$ cat config.mk
export PLATFORM = sky130hd
export DESIGN_NAME = vn2d_sqrt
export DESIGN_NICKNAME = d
export VERILOG_FILES = /design/src/rtl/vn2d_pkg.sv /design/src/rtl/vn2d_sqrt.sv
export SDC_FILE = /design/constraint.sdc
export NUM_CORES = 2
export LEC_CHECK = 0
export BUFFER_PORTS_ARGS = -buffer_cell sky130_fd_sc_hd__buf_2
export CAP_MARGIN = 20
export CORE_ASPECT_RATIO = 1.4
export CORE_MARGIN = 3
export CORE_UTILIZATION = 55
export CTS_CLUSTER_SIZE = 30
export DETAILED_ROUTE_END_ITERATION = 12
export PLACE_DENSITY_LB_ADDON = 0.15
export SLEW_MARGIN = 40
export SYNTH_ARGS = -nofsm -noshare
export SYNTH_HDL_FRONTEND = slang
export SYNTH_SLANG_ARGS = --single-unit
$ cat constraint.sdc
create_clock -name clk -period 17.9 [get_ports clk]
set_input_delay 0.895 -clock clk [delete_from_list [all_inputs] [get_ports clk]]
set_output_delay 0.895 -clock clk [all_outputs]
set_load 0.005 [all_outputs]
$ cat src/rtl/vn2d_pkg.sv
// Shared types and constants for the 2-D vector normalizer.
// No dependencies; imported by every module of the block.
`timescale 1ns / 1ps

package vn2d_pkg;

  localparam int COMP_W     = 16;
  localparam int LEN_W      = 24;
  localparam int SQ_W       = 32;
  localparam int SQ_STAGES  = 12;
  localparam int DIV_STAGES = 8;
  localparam logic [LEN_W-1:0] MIN_LEN_RESET = 24'd1;
  localparam logic [COMP_W-1:0] UNIT_SAT     = 16'd32767;

  // Sideband that rides along the square-root pipeline
  typedef struct packed {
    logic signed [COMP_W-1:0] x;
    logic signed [COMP_W-1:0] y;
    logic                     mode;
  } sq_side_t;

  // Sideband that rides along the divider pipeline
  typedef struct packed {
    logic [LEN_W-1:0] len;
    logic             zero;
    logic             neg_a;
    logic             neg_b;
  } div_side_t;

endpackage

$ cat src/rtl/vn2d_sqrt.sv
// Pipelined bit-by-bit integer square root of a 32-bit sum scaled by 2^16.
// Two result bits per stage over twelve stages. Depends on vn2d_pkg.
`timescale 1ns / 1ps

module vn2d_sqrt (
  input  logic                     clk,
  input  logic                     rst_n,
  input  logic                     en,
  input  logic                     in_vld,
  input  logic [vn2d_pkg::SQ_W-1:0] in_val,
  input  vn2d_pkg::sq_side_t       in_side,
  output logic                     out_vld,
  output logic [vn2d_pkg::LEN_W-1:0] out_root,
  output vn2d_pkg::sq_side_t       out_side
);
  import vn2d_pkg::*;

  logic [SQ_STAGES-1:0] vld_r;
  logic [47:0]          v_r    [SQ_STAGES];
  logic [LEN_W-1:0]     res_r  [SQ_STAGES];
  logic [26:0]          rem_r  [SQ_STAGES];
  sq_side_t             side_r [SQ_STAGES];

  for (genvar i = 0; i < SQ_STAGES; i++) begin : g_stage
    logic [47:0]      v_i;
    logic [LEN_W-1:0] res_i;
    logic [26:0]      rem_i;
    logic             vld_i;
    sq_side_t         side_i;
    logic [LEN_W-1:0] res_nxt;
    logic [26:0]      rem_nxt;

    // Pick stage inputs
    if (i == 0) begin : g_first
      assign v_i    = {in_val, 16'h0000};
      assign res_i  = '0;
      assign rem_i  = '0;
      assign vld_i  = in_vld;
      assign side_i = in_side;
    end else begin : g_next
      assign v_i    = v_r[i-1];
      assign res_i  = res_r[i-1];
      assign rem_i  = rem_r[i-1];
      assign vld_i  = vld_r[i-1];
      assign side_i = side_r[i-1];
    end

    // Resolve two root bits
    always_comb begin
      logic [26:0]      r;
      logic [LEN_W-1:0] q;
      logic [26:0]      t;
      r = rem_i;
      q = res_i;
      for (int s = 0; s < 2; s++) begin
        r = {r[24:0], v_i[47-2*s -: 2]};
        t = {1'b0, q, 2'b01};
        if (r >= t) begin
          r = r - t;
          q = {q[LEN_W-2:0], 1'b1};
        end else begin
          q = {q[LEN_W-2:0], 1'b0};
        end
      end
      rem_nxt = r;
      res_nxt = q;
    end

    // Advance the stage
    always_ff @(posedge clk) begin
      if (!rst_n) begin
        vld_r[i] <= 1'b0;
      end else if (en) begin
        vld_r[i] <= vld_i;
      end
    end

    always_ff @(posedge clk) begin
      if (en) begin
        v_r[i]    <= {v_i[43:0], 4'h0};
        res_r[i]  <= res_nxt;
        rem_r[i]  <= rem_nxt;
        side_r[i] <= side_i;
      end
    end
  end

  assign out_vld  = vld_r[SQ_STAGES-1];
  assign out_root = res_r[SQ_STAGES-1];
  assign out_side = side_r[SQ_STAGES-1];

endmodule

==> metrics.md <==
| Metric | Value |
|---|---|
| ANT nets after route | `0` |
| Compound-gate portion of the synthesized area | `11.7%` |
| Post-synthesis cell count | `4228` |
| VDD IR max | `76.3 uV` |
| XOR/XNOR share of the synthesized area | `6.29%` |
| First-pass GRT wire length | `166 mm` |
| Crit share post-route | `41.7%` |
| Hold Buf Count CTS | `0` |
| Worst R2R Start | `rem_r[8][0]` |
| Row cnt | `129` |
| Async SR Flop Fraction | `0%` |
| Final WL | `105 mm` |
| Setup Fix Bufs, Post-CTS | `0` |
| Synthesis-stage register bit count | `933` |
| Routed via count | `32.3k` |
| Crit path largest cell delay | `0.66 ns` |
| Iteration-0 DRC Markers | `1676` |
| Tmin final | `7.47 ns` |
| CTS tree | `built` |
| Overall Power | `7.33 mW` |
| Relative slew slack | `45.4%` |
| EDFF count, synth | `921` |
| CORE AREA | `88900 sq um` |
| Drt wl/cell | `18.6 microns` |
| Largest net degree at the start of global routing | `100` |
| P_leak | `20.9 nW` |
| Final hold violations | `0` |
| Multiplexer area fraction after synthesis | `2.61%` |
| Kind of critical path | `reg2reg` |
| Crit start category | `register` |
| Syn_area_per_cell | `11.8 sq um` |
| Port Buffer Count | `126` |
| Yosys Warn Count | `0` |
| Synth Area in Simple Gates | `12.6%` |
| Die Wd | `260 microns` |
| Crit path DAT | `7.86 ns` |
| CP startpoint | `rem_r[8][0]` |
| Synth cell types | `100` |
| Final routed DRC violation total | `0` |
| Worst-Skew Late Latency | `0.69 ns` |
| Register area share after synthesis | `56.1%` |
| Vias in the first global route | `32.4k` |
| Post-CTS sizing | `0` |
| Clk_skew | `0.0399 ns` |
| Combinational family with the most area after synthesis | `simple AND/OR/NAND/NOR gates` |
| Mapped cell area | `49700 sq um` |
| Post-synthesis adder-cell area fraction | `7.79%` |
| Status | `finished clean` |
| Endpoints failing setup | `0` |
| Max FO, Critical Path | `25` |
| Maximum buffer depth of the clock tree | `3` |
| CP endpoint kind | `register` |
| Worst hold start | `in_val[27]` |
| Final net count | `4766` |
| Initial Util | `55.9%` |
| IO Count | `127` |
| Placed instance count | `5476` |
| Max Fclk | `0.134 GHz` |
| Global Route Usage Sum | `22.4%` |
| Fin. max-slew vios | `0` |
| PwrDens | `134 nW/um^2` |
| Most frequent CP cell | `nor3_1` |
| Antenna violations before repair | `2` |
| Gr ovfl total | `0` |
| Crit path cell chain | `ha_1 > a21o_1 > a21oi_1 > nor4b_1 > nor3_1 > o31ai_1 > a211oi_2 > buf_4 > clkinv_1 > ha_1 > a21o_1 > a21oi_1 > o211ai_1 > a221oi_1 > nor3_1 > o41ai_1 > a21boi_0 > or3_1 > nor3_1 > buf_4 > inv_2 > mux2_1` |
| H-tree levels | `3` |
| Util after Layout | `61.7%` |
| RSZ-0062 raised after global routing | `no` |
| Setup TNS | `0 ns` |
| CTS Buf Count | `91` |
| Post-DP HPWL | `80.6 mm` |
| Slowest-stage cell, CP | `clkinv_1` |
| Worst-path clk slew | `0.06 ns` |
| DIE AREA | `94000 sq um` |
| Synth-to-Final Area Change | `10.5%` |
| Die H | `362 microns` |
| Clock root buffer | `clkbuf_16` |
| Clock sink total | `933` |
| Worst hold path class | `in2reg` |
| TritonRoute pass-1 iters | `7` |
| Top_reg_cell synth | `edfxtp_1` |
| Max_cap viols | `0` |
| Cell Count, Final, Fillers Out | `5646` |
| Fraction of layout cells with a size suffix above 1 | `9.50%` |
| Gp weighted congestion | `0.949` |
| Endpoint required time on the critical path | `18.30 ns` |
| Worst-Margin Slew | `0.813 ns` |
| Via/cell ratio | `5.72` |
[routing by layer]
| metal | track usage, % | vias up | wire (microns) |
|---|---|---|---|
| li1 | - | 16100 | - |
| met1 | 22.9 | 15300 | 37900 |
| met2 | 43.1 | 690 | 57300 |
| met3 | 2.54 | 286 | 3380 |
| met4 | 13.5 | 2 | 6460 |
| met5 | 0 | - | 13 |
[worst max-delay path: cells and delay by family (launching register included)]
kind / cells / cell delay (ns)
AO/OA/AOI/OAI: 10 / 2.73
adder cells (fa/ha/maj): 2 / 0.83
buffers and inverters: 4 / 1.28
flip-flops: 1 / 0.47
multiplexers: 1 / 0.37
AND/OR/NAND/NOR: 5 / 1.45
[cells in the mapped netlist, types with 14 or more instances]
cell / number / area (sq um)
nor3_1: 110 / 551
and3_1: 33 / 206
a211oi_1: 19 / 143
nand2_1: 295 / 1110
xor2_1: 130 / 1140
nor2b_1: 54 / 338
inv_1: 255 / 957
nand3b_1: 15 / 113
o21a_1: 57 / 428
nor2_1: 330 / 1240
nand3_1: 86 / 430
o21ai_0: 176 / 881
a31oi_1: 23 / 144
o21bai_1: 36 / 270
nand2b_1: 53 / 332
or3_1: 38 / 238
o21ai_1: 19 / 95.1
o31ai_1: 33 / 248
and2_1: 28 / 175
clkbuf_1: 67 / 251
xnor2_1: 227 / 1990
nor3b_1: 17 / 128
a21boi_0: 15 / 113
mux2i_1: 35 / 350
or4_1: 20 / 150
o211ai_1: 17 / 128
nand4b_1: 14 / 123
edfxtp_1: 921 / 27700
or2_2: 20 / 125
a21oi_1: 281 / 1410
mux2_2: 54 / 608
nand4_1: 32 / 200
a21o_1: 83 / 623
mux2_1: 29 / 327
ha_1: 303 / 3790
nor4_1: 47 / 294
[cell families (layout without fill, tap and decap cells)]
group | count (synthesis) | count (layout)
AOI/OAI and AO/OA | 906 | 906
xor gates and xnor gates | 357 | 357
adders and majority gates | 307 | 307
buffers and inverters | 359 | 594
DFF | 933 | 933
muxes | 119 | 119
other | 1 | 5
and+or+nand+nor | 1246 | 1246
[power by group]
| group | switching [mW] | internal, mW |
|---|---|---|
| combinational | 1.38 | 1.03 |
| clock | 0.827 | 1.10 |
| sequential | 0.204 | 2.79 |
[layout make-up]
class / count / area, sq um
Antenna cell: 2 / 5.00
Timing Repair Buffer: 158 / 997
Inverter: 268 / 1010
Sequential cell: 933 / 27900
Fill cell: 7159 / 34000
Clock inverter: 57 / 702
Multi-Input combinational cell: 2938 / 20400
Tap cell: 1179 / 1480
Clock buffer: 111 / 2370
[worst paths after layout]
check	to	slack [ns]	cells after the start
max	rem_r[9][11]	10.43	22
min	v_r[0][43]	0.36	1
max reg2reg	rem_r[9][11]	10.43	22
min reg2reg	side_r[0][34]	0.40	0
[sequential cells by signal, indices dropped and copies added, names as in the netlist]
name           cells
g_stage.vld_i     11
out_vld            1
rem_r            257
res_r            156
side_r           396
v_r              112
[layout by cell type, fill, tap and decap left out, drive strengths merged, types with 57 or more instances in the layout]
cell type and count:
edfxtp 921, nor2 330, ha 303, nand2 295
a21oi 281, inv 268, xnor2 227, o21ai 195
buf 158, xor2 130, nor3 115, clkbuf 111
nand3 86, a21o 83, mux2 83, o21a 57
[per-stage QoR]
stage	setup WS, ns	hold WS [ns]	instance area, sq um
finish	10.43	0.358	54900
global route	10.07	0.339	54900
CTS	10.44	0.305	54900
detailed placement	10.53	0.405	51800
global placement	10.64	0.400	51700
floorplan	11.64	0.400	49700
Power figures use the tool's default switching activity.
