==> config.mk <==
export PLATFORM = sky130hd
export DESIGN_NAME = vn2d_div
export DESIGN_NICKNAME = d
export VERILOG_FILES = /design/src/rtl/vn2d_pkg.sv /design/src/rtl/vn2d_div.sv
export SDC_FILE = /design/constraint.sdc
export NUM_CORES = 2
export LEC_CHECK = 0
export ABC_AREA = 1
export BUFFER_PORTS_ARGS = -buffer_cell sky130_fd_sc_hd__buf_2
export CAP_MARGIN = 0
export CORE_ASPECT_RATIO = 0.5
export CORE_MARGIN = 8
export CORE_UTILIZATION = 63
export CTS_BUF_LIST = sky130_fd_sc_hd__clkbuf_8
export CTS_CLUSTER_SIZE = 20
export DETAILED_ROUTE_END_ITERATION = 16
export GPL_TIMING_DRIVEN = 0
export HOLD_SLACK_MARGIN = 0.06
export PLACE_DENSITY = 0.83
export SYNTH_ARGS = -nofsm -noshare
export SYNTH_HDL_FRONTEND = slang
export SYNTH_SLANG_ARGS = --single-unit
export TNS_END_PERCENT = 5
==> constraint.sdc <==
create_clock -name clk -period 5.26 [get_ports clk]
set_input_delay 0.526 -clock clk [delete_from_list [all_inputs] [get_ports clk]]
set_output_delay 0.526 -clock clk [all_outputs]
set_load 0.01 [all_outputs]
==> src/rtl/vn2d_pkg.sv <==
// Shared types and constants for the 2-D vector normalizer.
// No dependencies; imported by every module of the block.
`timescale 1ns / 1ps

package vn2d_pkg;

  localparam int COMP_W     = 16;
  localparam int LEN_W      = 24;
  localparam int SQ_W       = 32;
  localparam int SQ_STAGES  = 12;
  localparam int DIV_STAGES = 8;
  localparam logic [LEN_W-1:0] MIN_LEN_RESET = 24'd1;
  localparam logic [COMP_W-1:0] UNIT_SAT     = 16'd32767;

  // Sideband that rides along the square-root pipeline
  typedef struct packed {
    logic signed [COMP_W-1:0] x;
    logic signed [COMP_W-1:0] y;
    logic                     mode;
  } sq_side_t;

  // Sideband that rides along the divider pipeline
  typedef struct packed {
    logic [LEN_W-1:0] len;
    logic             zero;
    logic             neg_a;
    logic             neg_b;
  } div_side_t;

endpackage

==> src/rtl/vn2d_div.sv <==
// Pipelined two-lane restoring divider: mag * 2^23 / len, 16-bit quotients.
// Two quotient bits per stage over eight stages. Depends on vn2d_pkg.
`timescale 1ns / 1ps

module vn2d_div (
  input  logic                       clk,
  input  logic                       rst_n,
  input  logic                       en,
  input  logic                       in_vld,
  input  logic [vn2d_pkg::COMP_W-1:0] in_mag_a,
  input  logic [vn2d_pkg::COMP_W-1:0] in_mag_b,
  input  vn2d_pkg::div_side_t        in_side,
  output logic                       out_vld,
  output logic [vn2d_pkg::COMP_W-1:0] out_q_a,
  output logic [vn2d_pkg::COMP_W-1:0] out_q_b,
  output vn2d_pkg::div_side_t        out_side
);
  import vn2d_pkg::*;

  logic [DIV_STAGES-1:0] vld_r;
  logic [38:0]           ra_r   [DIV_STAGES];
  logic [38:0]           rb_r   [DIV_STAGES];
  logic [COMP_W-1:0]     qa_r   [DIV_STAGES];
  logic [COMP_W-1:0]     qb_r   [DIV_STAGES];
  div_side_t             side_r [DIV_STAGES];

  for (genvar j = 0; j < DIV_STAGES; j++) begin : g_stage
    logic [38:0]       ra_i, rb_i, ra_nxt, rb_nxt;
    logic [COMP_W-1:0] qa_i, qb_i, qa_nxt, qb_nxt;
    logic              vld_i;
    div_side_t         side_i;

    // Pick stage inputs
    if (j == 0) begin : g_first
      assign ra_i   = {in_mag_a, 23'd0};
      assign rb_i   = {in_mag_b, 23'd0};
      assign qa_i   = '0;
      assign qb_i   = '0;
      assign vld_i  = in_vld;
      assign side_i = in_side;
    end else begin : g_next
      assign ra_i   = ra_r[j-1];
      assign rb_i   = rb_r[j-1];
      assign qa_i   = qa_r[j-1];
      assign qb_i   = qb_r[j-1];
      assign vld_i  = vld_r[j-1];
      assign side_i = side_r[j-1];
    end

    // Resolve two quotient bits in each lane
    always_comb begin
      logic [39:0] d;
      logic [38:0] ra, rb;
      logic [COMP_W-1:0] qa, qb;
      ra = ra_i;
      rb = rb_i;
      qa = qa_i;
      qb = qb_i;
      for (int s = 0; s < 2; s++) begin
        d = {16'd0, side_i.len} << (15 - 2*j - s);
        if ({1'b0, ra} >= d) begin
          ra = ra - d[38:0];
          qa = {qa[COMP_W-2:0], 1'b1};
        end else begin
          qa = {qa[COMP_W-2:0], 1'b0};
        end
        if ({1'b0, rb} >= d) begin
          rb = rb - d[38:0];
          qb = {qb[COMP_W-2:0], 1'b1};
        end else begin
          qb = {qb[COMP_W-2:0], 1'b0};
        end
      end
      ra_nxt = ra;
      rb_nxt = rb;
      qa_nxt = qa;
      qb_nxt = qb;
    end

    // Advance the stage
    always_ff @(posedge clk) begin
      if (!rst_n) begin
        vld_r[j] <= 1'b0;
      end else if (en) begin
        vld_r[j] <= vld_i;
      end
    end

    always_ff @(posedge clk) begin
      if (en) begin
        ra_r[j]   <= ra_nxt;
        rb_r[j]   <= rb_nxt;
        qa_r[j]   <= qa_nxt;
        qb_r[j]   <= qb_nxt;
        side_r[j] <= side_i;
      end
    end
  end

  assign out_vld  = vld_r[DIV_STAGES-1];
  assign out_q_a  = qa_r[DIV_STAGES-1];
  assign out_q_b  = qb_r[DIV_STAGES-1];
  assign out_side = side_r[DIV_STAGES-1];

endmodule

==> metrics.md <==
| Metric | Value |
|---|---|
| Status | `finished clean` |
| Max_slew headroom | `0.368` |
| First-pass iteration count of the detailed router | `9` |
| Non-filler cells, final | `14.4k` |
| Kind of critical path | `flip-flop to flip-flop` |
| Mapped Area | `82400 sq um` |
| Worst-margin pin slew | `0.941 ns` |
| Final setup viols | `0` |
| Hold WC Path Type | `input pin to flip-flop` |
| Clock Latency Late Sink | `0.90 ns` |
| Worst Path Arrival | `5.88 ns` |
| Vias in the first global route | `78.3k` |
| Clock skew | `0.107 ns` |
| Post-synth EDFFs | `794` |
| Max capacitance violation total | `0` |
| Multi-input gate area | `53700 sq um` |
| GPL Wtd Cong | `1.07` |
| Cells after Synth | `12.0k` |
| Placed cell count | `13.8k` |
| Vias per inst | `5.80` |
| Finished Core Util | `0.716` |
| Maximum clock rate | `0.191 GHz` |
| Fin crit share | `0.996` |
| Post-route cell area | `92600 sq um` |
| H-tree levels | `3` |
| Via count | `83.3k` |
| M2 GR Usage | `0.594` |
| Die footprint | `143000 sq um` |
| Worst path most repeated cell | `nand2_1` |
| Min Tclk post-route | `5.24 ns` |
| TritonCTS clock tree | `built` |
| Yosys warns | `0` |
| Fin. max-slew vios | `0` |
| Die width | `527 um` |
| Layout cells sized above 1 | `0.109` |
| Sinks on Clock Net | `802` |
| Maximum number of pins on one net before global-route repair | `143` |
| Post-synthesis sequential element count | `802` |
| Post-Syn Nets | `12.8k` |
| Worst path max stage delay | `0.43 ns` |
| Post-synthesis sequential area ratio | `0.291` |
| Nets@finish | `13.3k` |
| CP max stage cell | `edfxtp_1` |
| Initial drt markers | `7479` |
| Final hold viol count | `0` |
| Crit start category | `flip-flop` |
| Met1 Use GR | `0.394` |
| RSZ-0062 raised after global routing | `true` |
| P&R area growth vs syn | `12.4%` |
| Grt met3 use | `0.0417` |
| ANT nets after route | `0` |
| GRT overflow | `0` |
| # port buffers | `122` |
| Reg clk slew, reported paths | `0.08 ns` |
| Drt wl/cell | `18.4 um` |
| DPL Wire Length | `210000 um` |
| CTS Root Cell | `clkbuf_8` |
| Antenna violations before repair | `1` |
| GR Util All Layers | `0.346` |
| GRT Max-Usage Layer | `met2` |
| Crit-path max FO | `10` |
| DIE HEIGHT | `272 um` |
| Num rows | `93` |
| WL final | `264000 um` |
| Storage cell area | `24000 sq um` |
| Core area | `129000 sq um` |
| Leak | `0.0427 uW` |
| Ys async rst share | `0` |
| Remaining DRCs | `0` |
| First-pass GRT wire length | `402000 um` |
| Crit-path leading delay family | `simple AND/OR/NAND/NOR gates` |
| TritonCTS Buffers | `119` |
| Post-synthesis area per instance | `6.89 sq um` |
| Filler cell count | `10.5k` |
| Crit. End Element | `flip-flop` |
| Placed Area | `85400 sq um` |
| Starting Density | `0.637` |
| Buf/Inv on CP | `6` |
| IO Count | `123` |
| Worst vdd ir | `0.323 mV` |
| CTS max path bufs | `3` |
| Synth Flop Type | `edfxtp_1` |
| Synth unique cells | `68` |
| Pwr Density | `755 nW/um^2` |
| Required @ worst endpoint | `5.90 ns` |
==> Yosys cell counts (10+ instances only) <==
cell type	n	share of area
buf_4	20	0.0018
nand3_1	724	0.044
buf_6	29	0.0040
or2_2	40	0.0030
a21o_1	64	0.0058
nor2_1	1077	0.049
o21ai_1	57	0.0035
nand3b_1	25	0.0023
nand3_2	43	0.0052
o211ai_1	27	0.0025
a21oi_1	855	0.052
edfxtp_1	794	0.29
ha_1	737	0.11
nand4_1	214	0.016
nor3_1	125	0.0076
nor4_1	52	0.0039
nor2_4	15	0.0021
o21a_1	51	0.0046
nor2_2	38	0.0029
fa_1	14	0.0034
a21boi_0	29	0.0026
and3_1	16	0.0012
xor2_1	321	0.034
buf_2	59	0.0036
inv_1	1412	0.064
o21ai_0	712	0.043
clkbuf_1	68	0.0031
a31oi_1	76	0.0058
and2_1	10	0.00076
nand2_1	3637	0.17
o21bai_1	69	0.0063
nand2_2	49	0.0037
xnor2_1	341	0.036
inv_2	51	0.0023
==> per-layer routing <==
metal | up-vias | part of all wire
met5 | - | 0
met4 | 0 | 0.095
met3 | 996 | 0.067
met1 | 37600 | 0.38
met2 | 3665 | 0.46
li1 | 41100 | -
==> final timing paths <==
path	slack, ns	to	cells after the start	startpoint
setup reg to reg	0.02	ra_r[6][37]	32	side_r[1][50]
hold reg to reg	0.33	qb_r[1][20]	0	qb_r[1][2]
hold / removal	0.16	qa_r[0][0]	1	en
setup / recovery	0.02	ra_r[6][37]	32	side_r[1][50]
==> timing repair <==
| item | in CTS | in global routing |
|---|---|---|
| cloned | 0 | 1 |
| pin swaps | 16 | 59 |
| setup endpoints to repair | 447 | 449 |
| gates resized for setup | 272 | 438 |
| hold buffers | 30 | 0 |
| setup buffers | 116 | 149 |
| hold endpoints to repair | 35 | 0 |
==> stage by stage <==
step | setup TNS (ns) | total power, uW | setup WS (ns) | hold WS [ns]
floorplan | 0 | 48600 | 0.716 | 0.400
global placement | -6420.09 | 59200 | -9.67 | 0.400
detailed placement | -264.75 | 59900 | -1.41 | 0.405
CTS | -1.30 | 66400 | -0.0718 | 0.105
global route | -14.39 | 76100 | -0.233 | 0.142
finish | 0 | 70000 | 0.0202 | 0.161
==> cells in the final DEF, fill, tap and decap left out, drive strengths merged, types with 341 or more instances in the layout <==
cell and count:
nand2 3693, inv 1445, nor2 1130, a21oi 861
edfxtp 794, o21ai 774, nand3 770, ha 737
buf 512, xnor2 341
==> cell families after synthesis <==
logic type / synth area share
AND/OR/NAND/NOR: 0.311
AO/OA/AOI/OAI: 0.132
buffers and inverters: 0.0799
flip-flops: 0.291
adder cells (fa/ha/maj): 0.115
XOR/XNOR: 0.0704
==> layout make-up <==
cell class	count	share of cell area
Antenna cell	1	0.0000270
Inverter	1474	0.0623
Buffer	174	0.0136
Timing Repair Buffer	423	0.0352
Clock buffer	124	0.0184
Clock inverter	96	0.00823
Tap cell	1757	0.0237
Multi-Input combinational cell	9501	0.579
Sequential cell	802	0.259
==> power breakdown <==
group | switching [uW] | internal (uW)
Clock | 2630 | 2750
Combinational | 33100 | 19100
Sequential | 1510 | 10800
==> registers in the layout (all words and copies together), names as in the netlist <==
name           count
g_stage.vld_i      7
out_vld            1
qa_r              72
qb_r              72
ra_r             217
rb_r             217
side_r           216
==> worst register-to-register path, delay by kind of cell, from the launching register on <==
family	cells	cell delay, ns
buffers and inverters	6	0.93
AO/OA/AOI/OAI	2	0.40
adder cells (fa/ha/maj)	2	0.71
AND/OR/NAND/NOR	22	2.53
flip-flops	1	0.43
(Power assumes the default switching activity.)
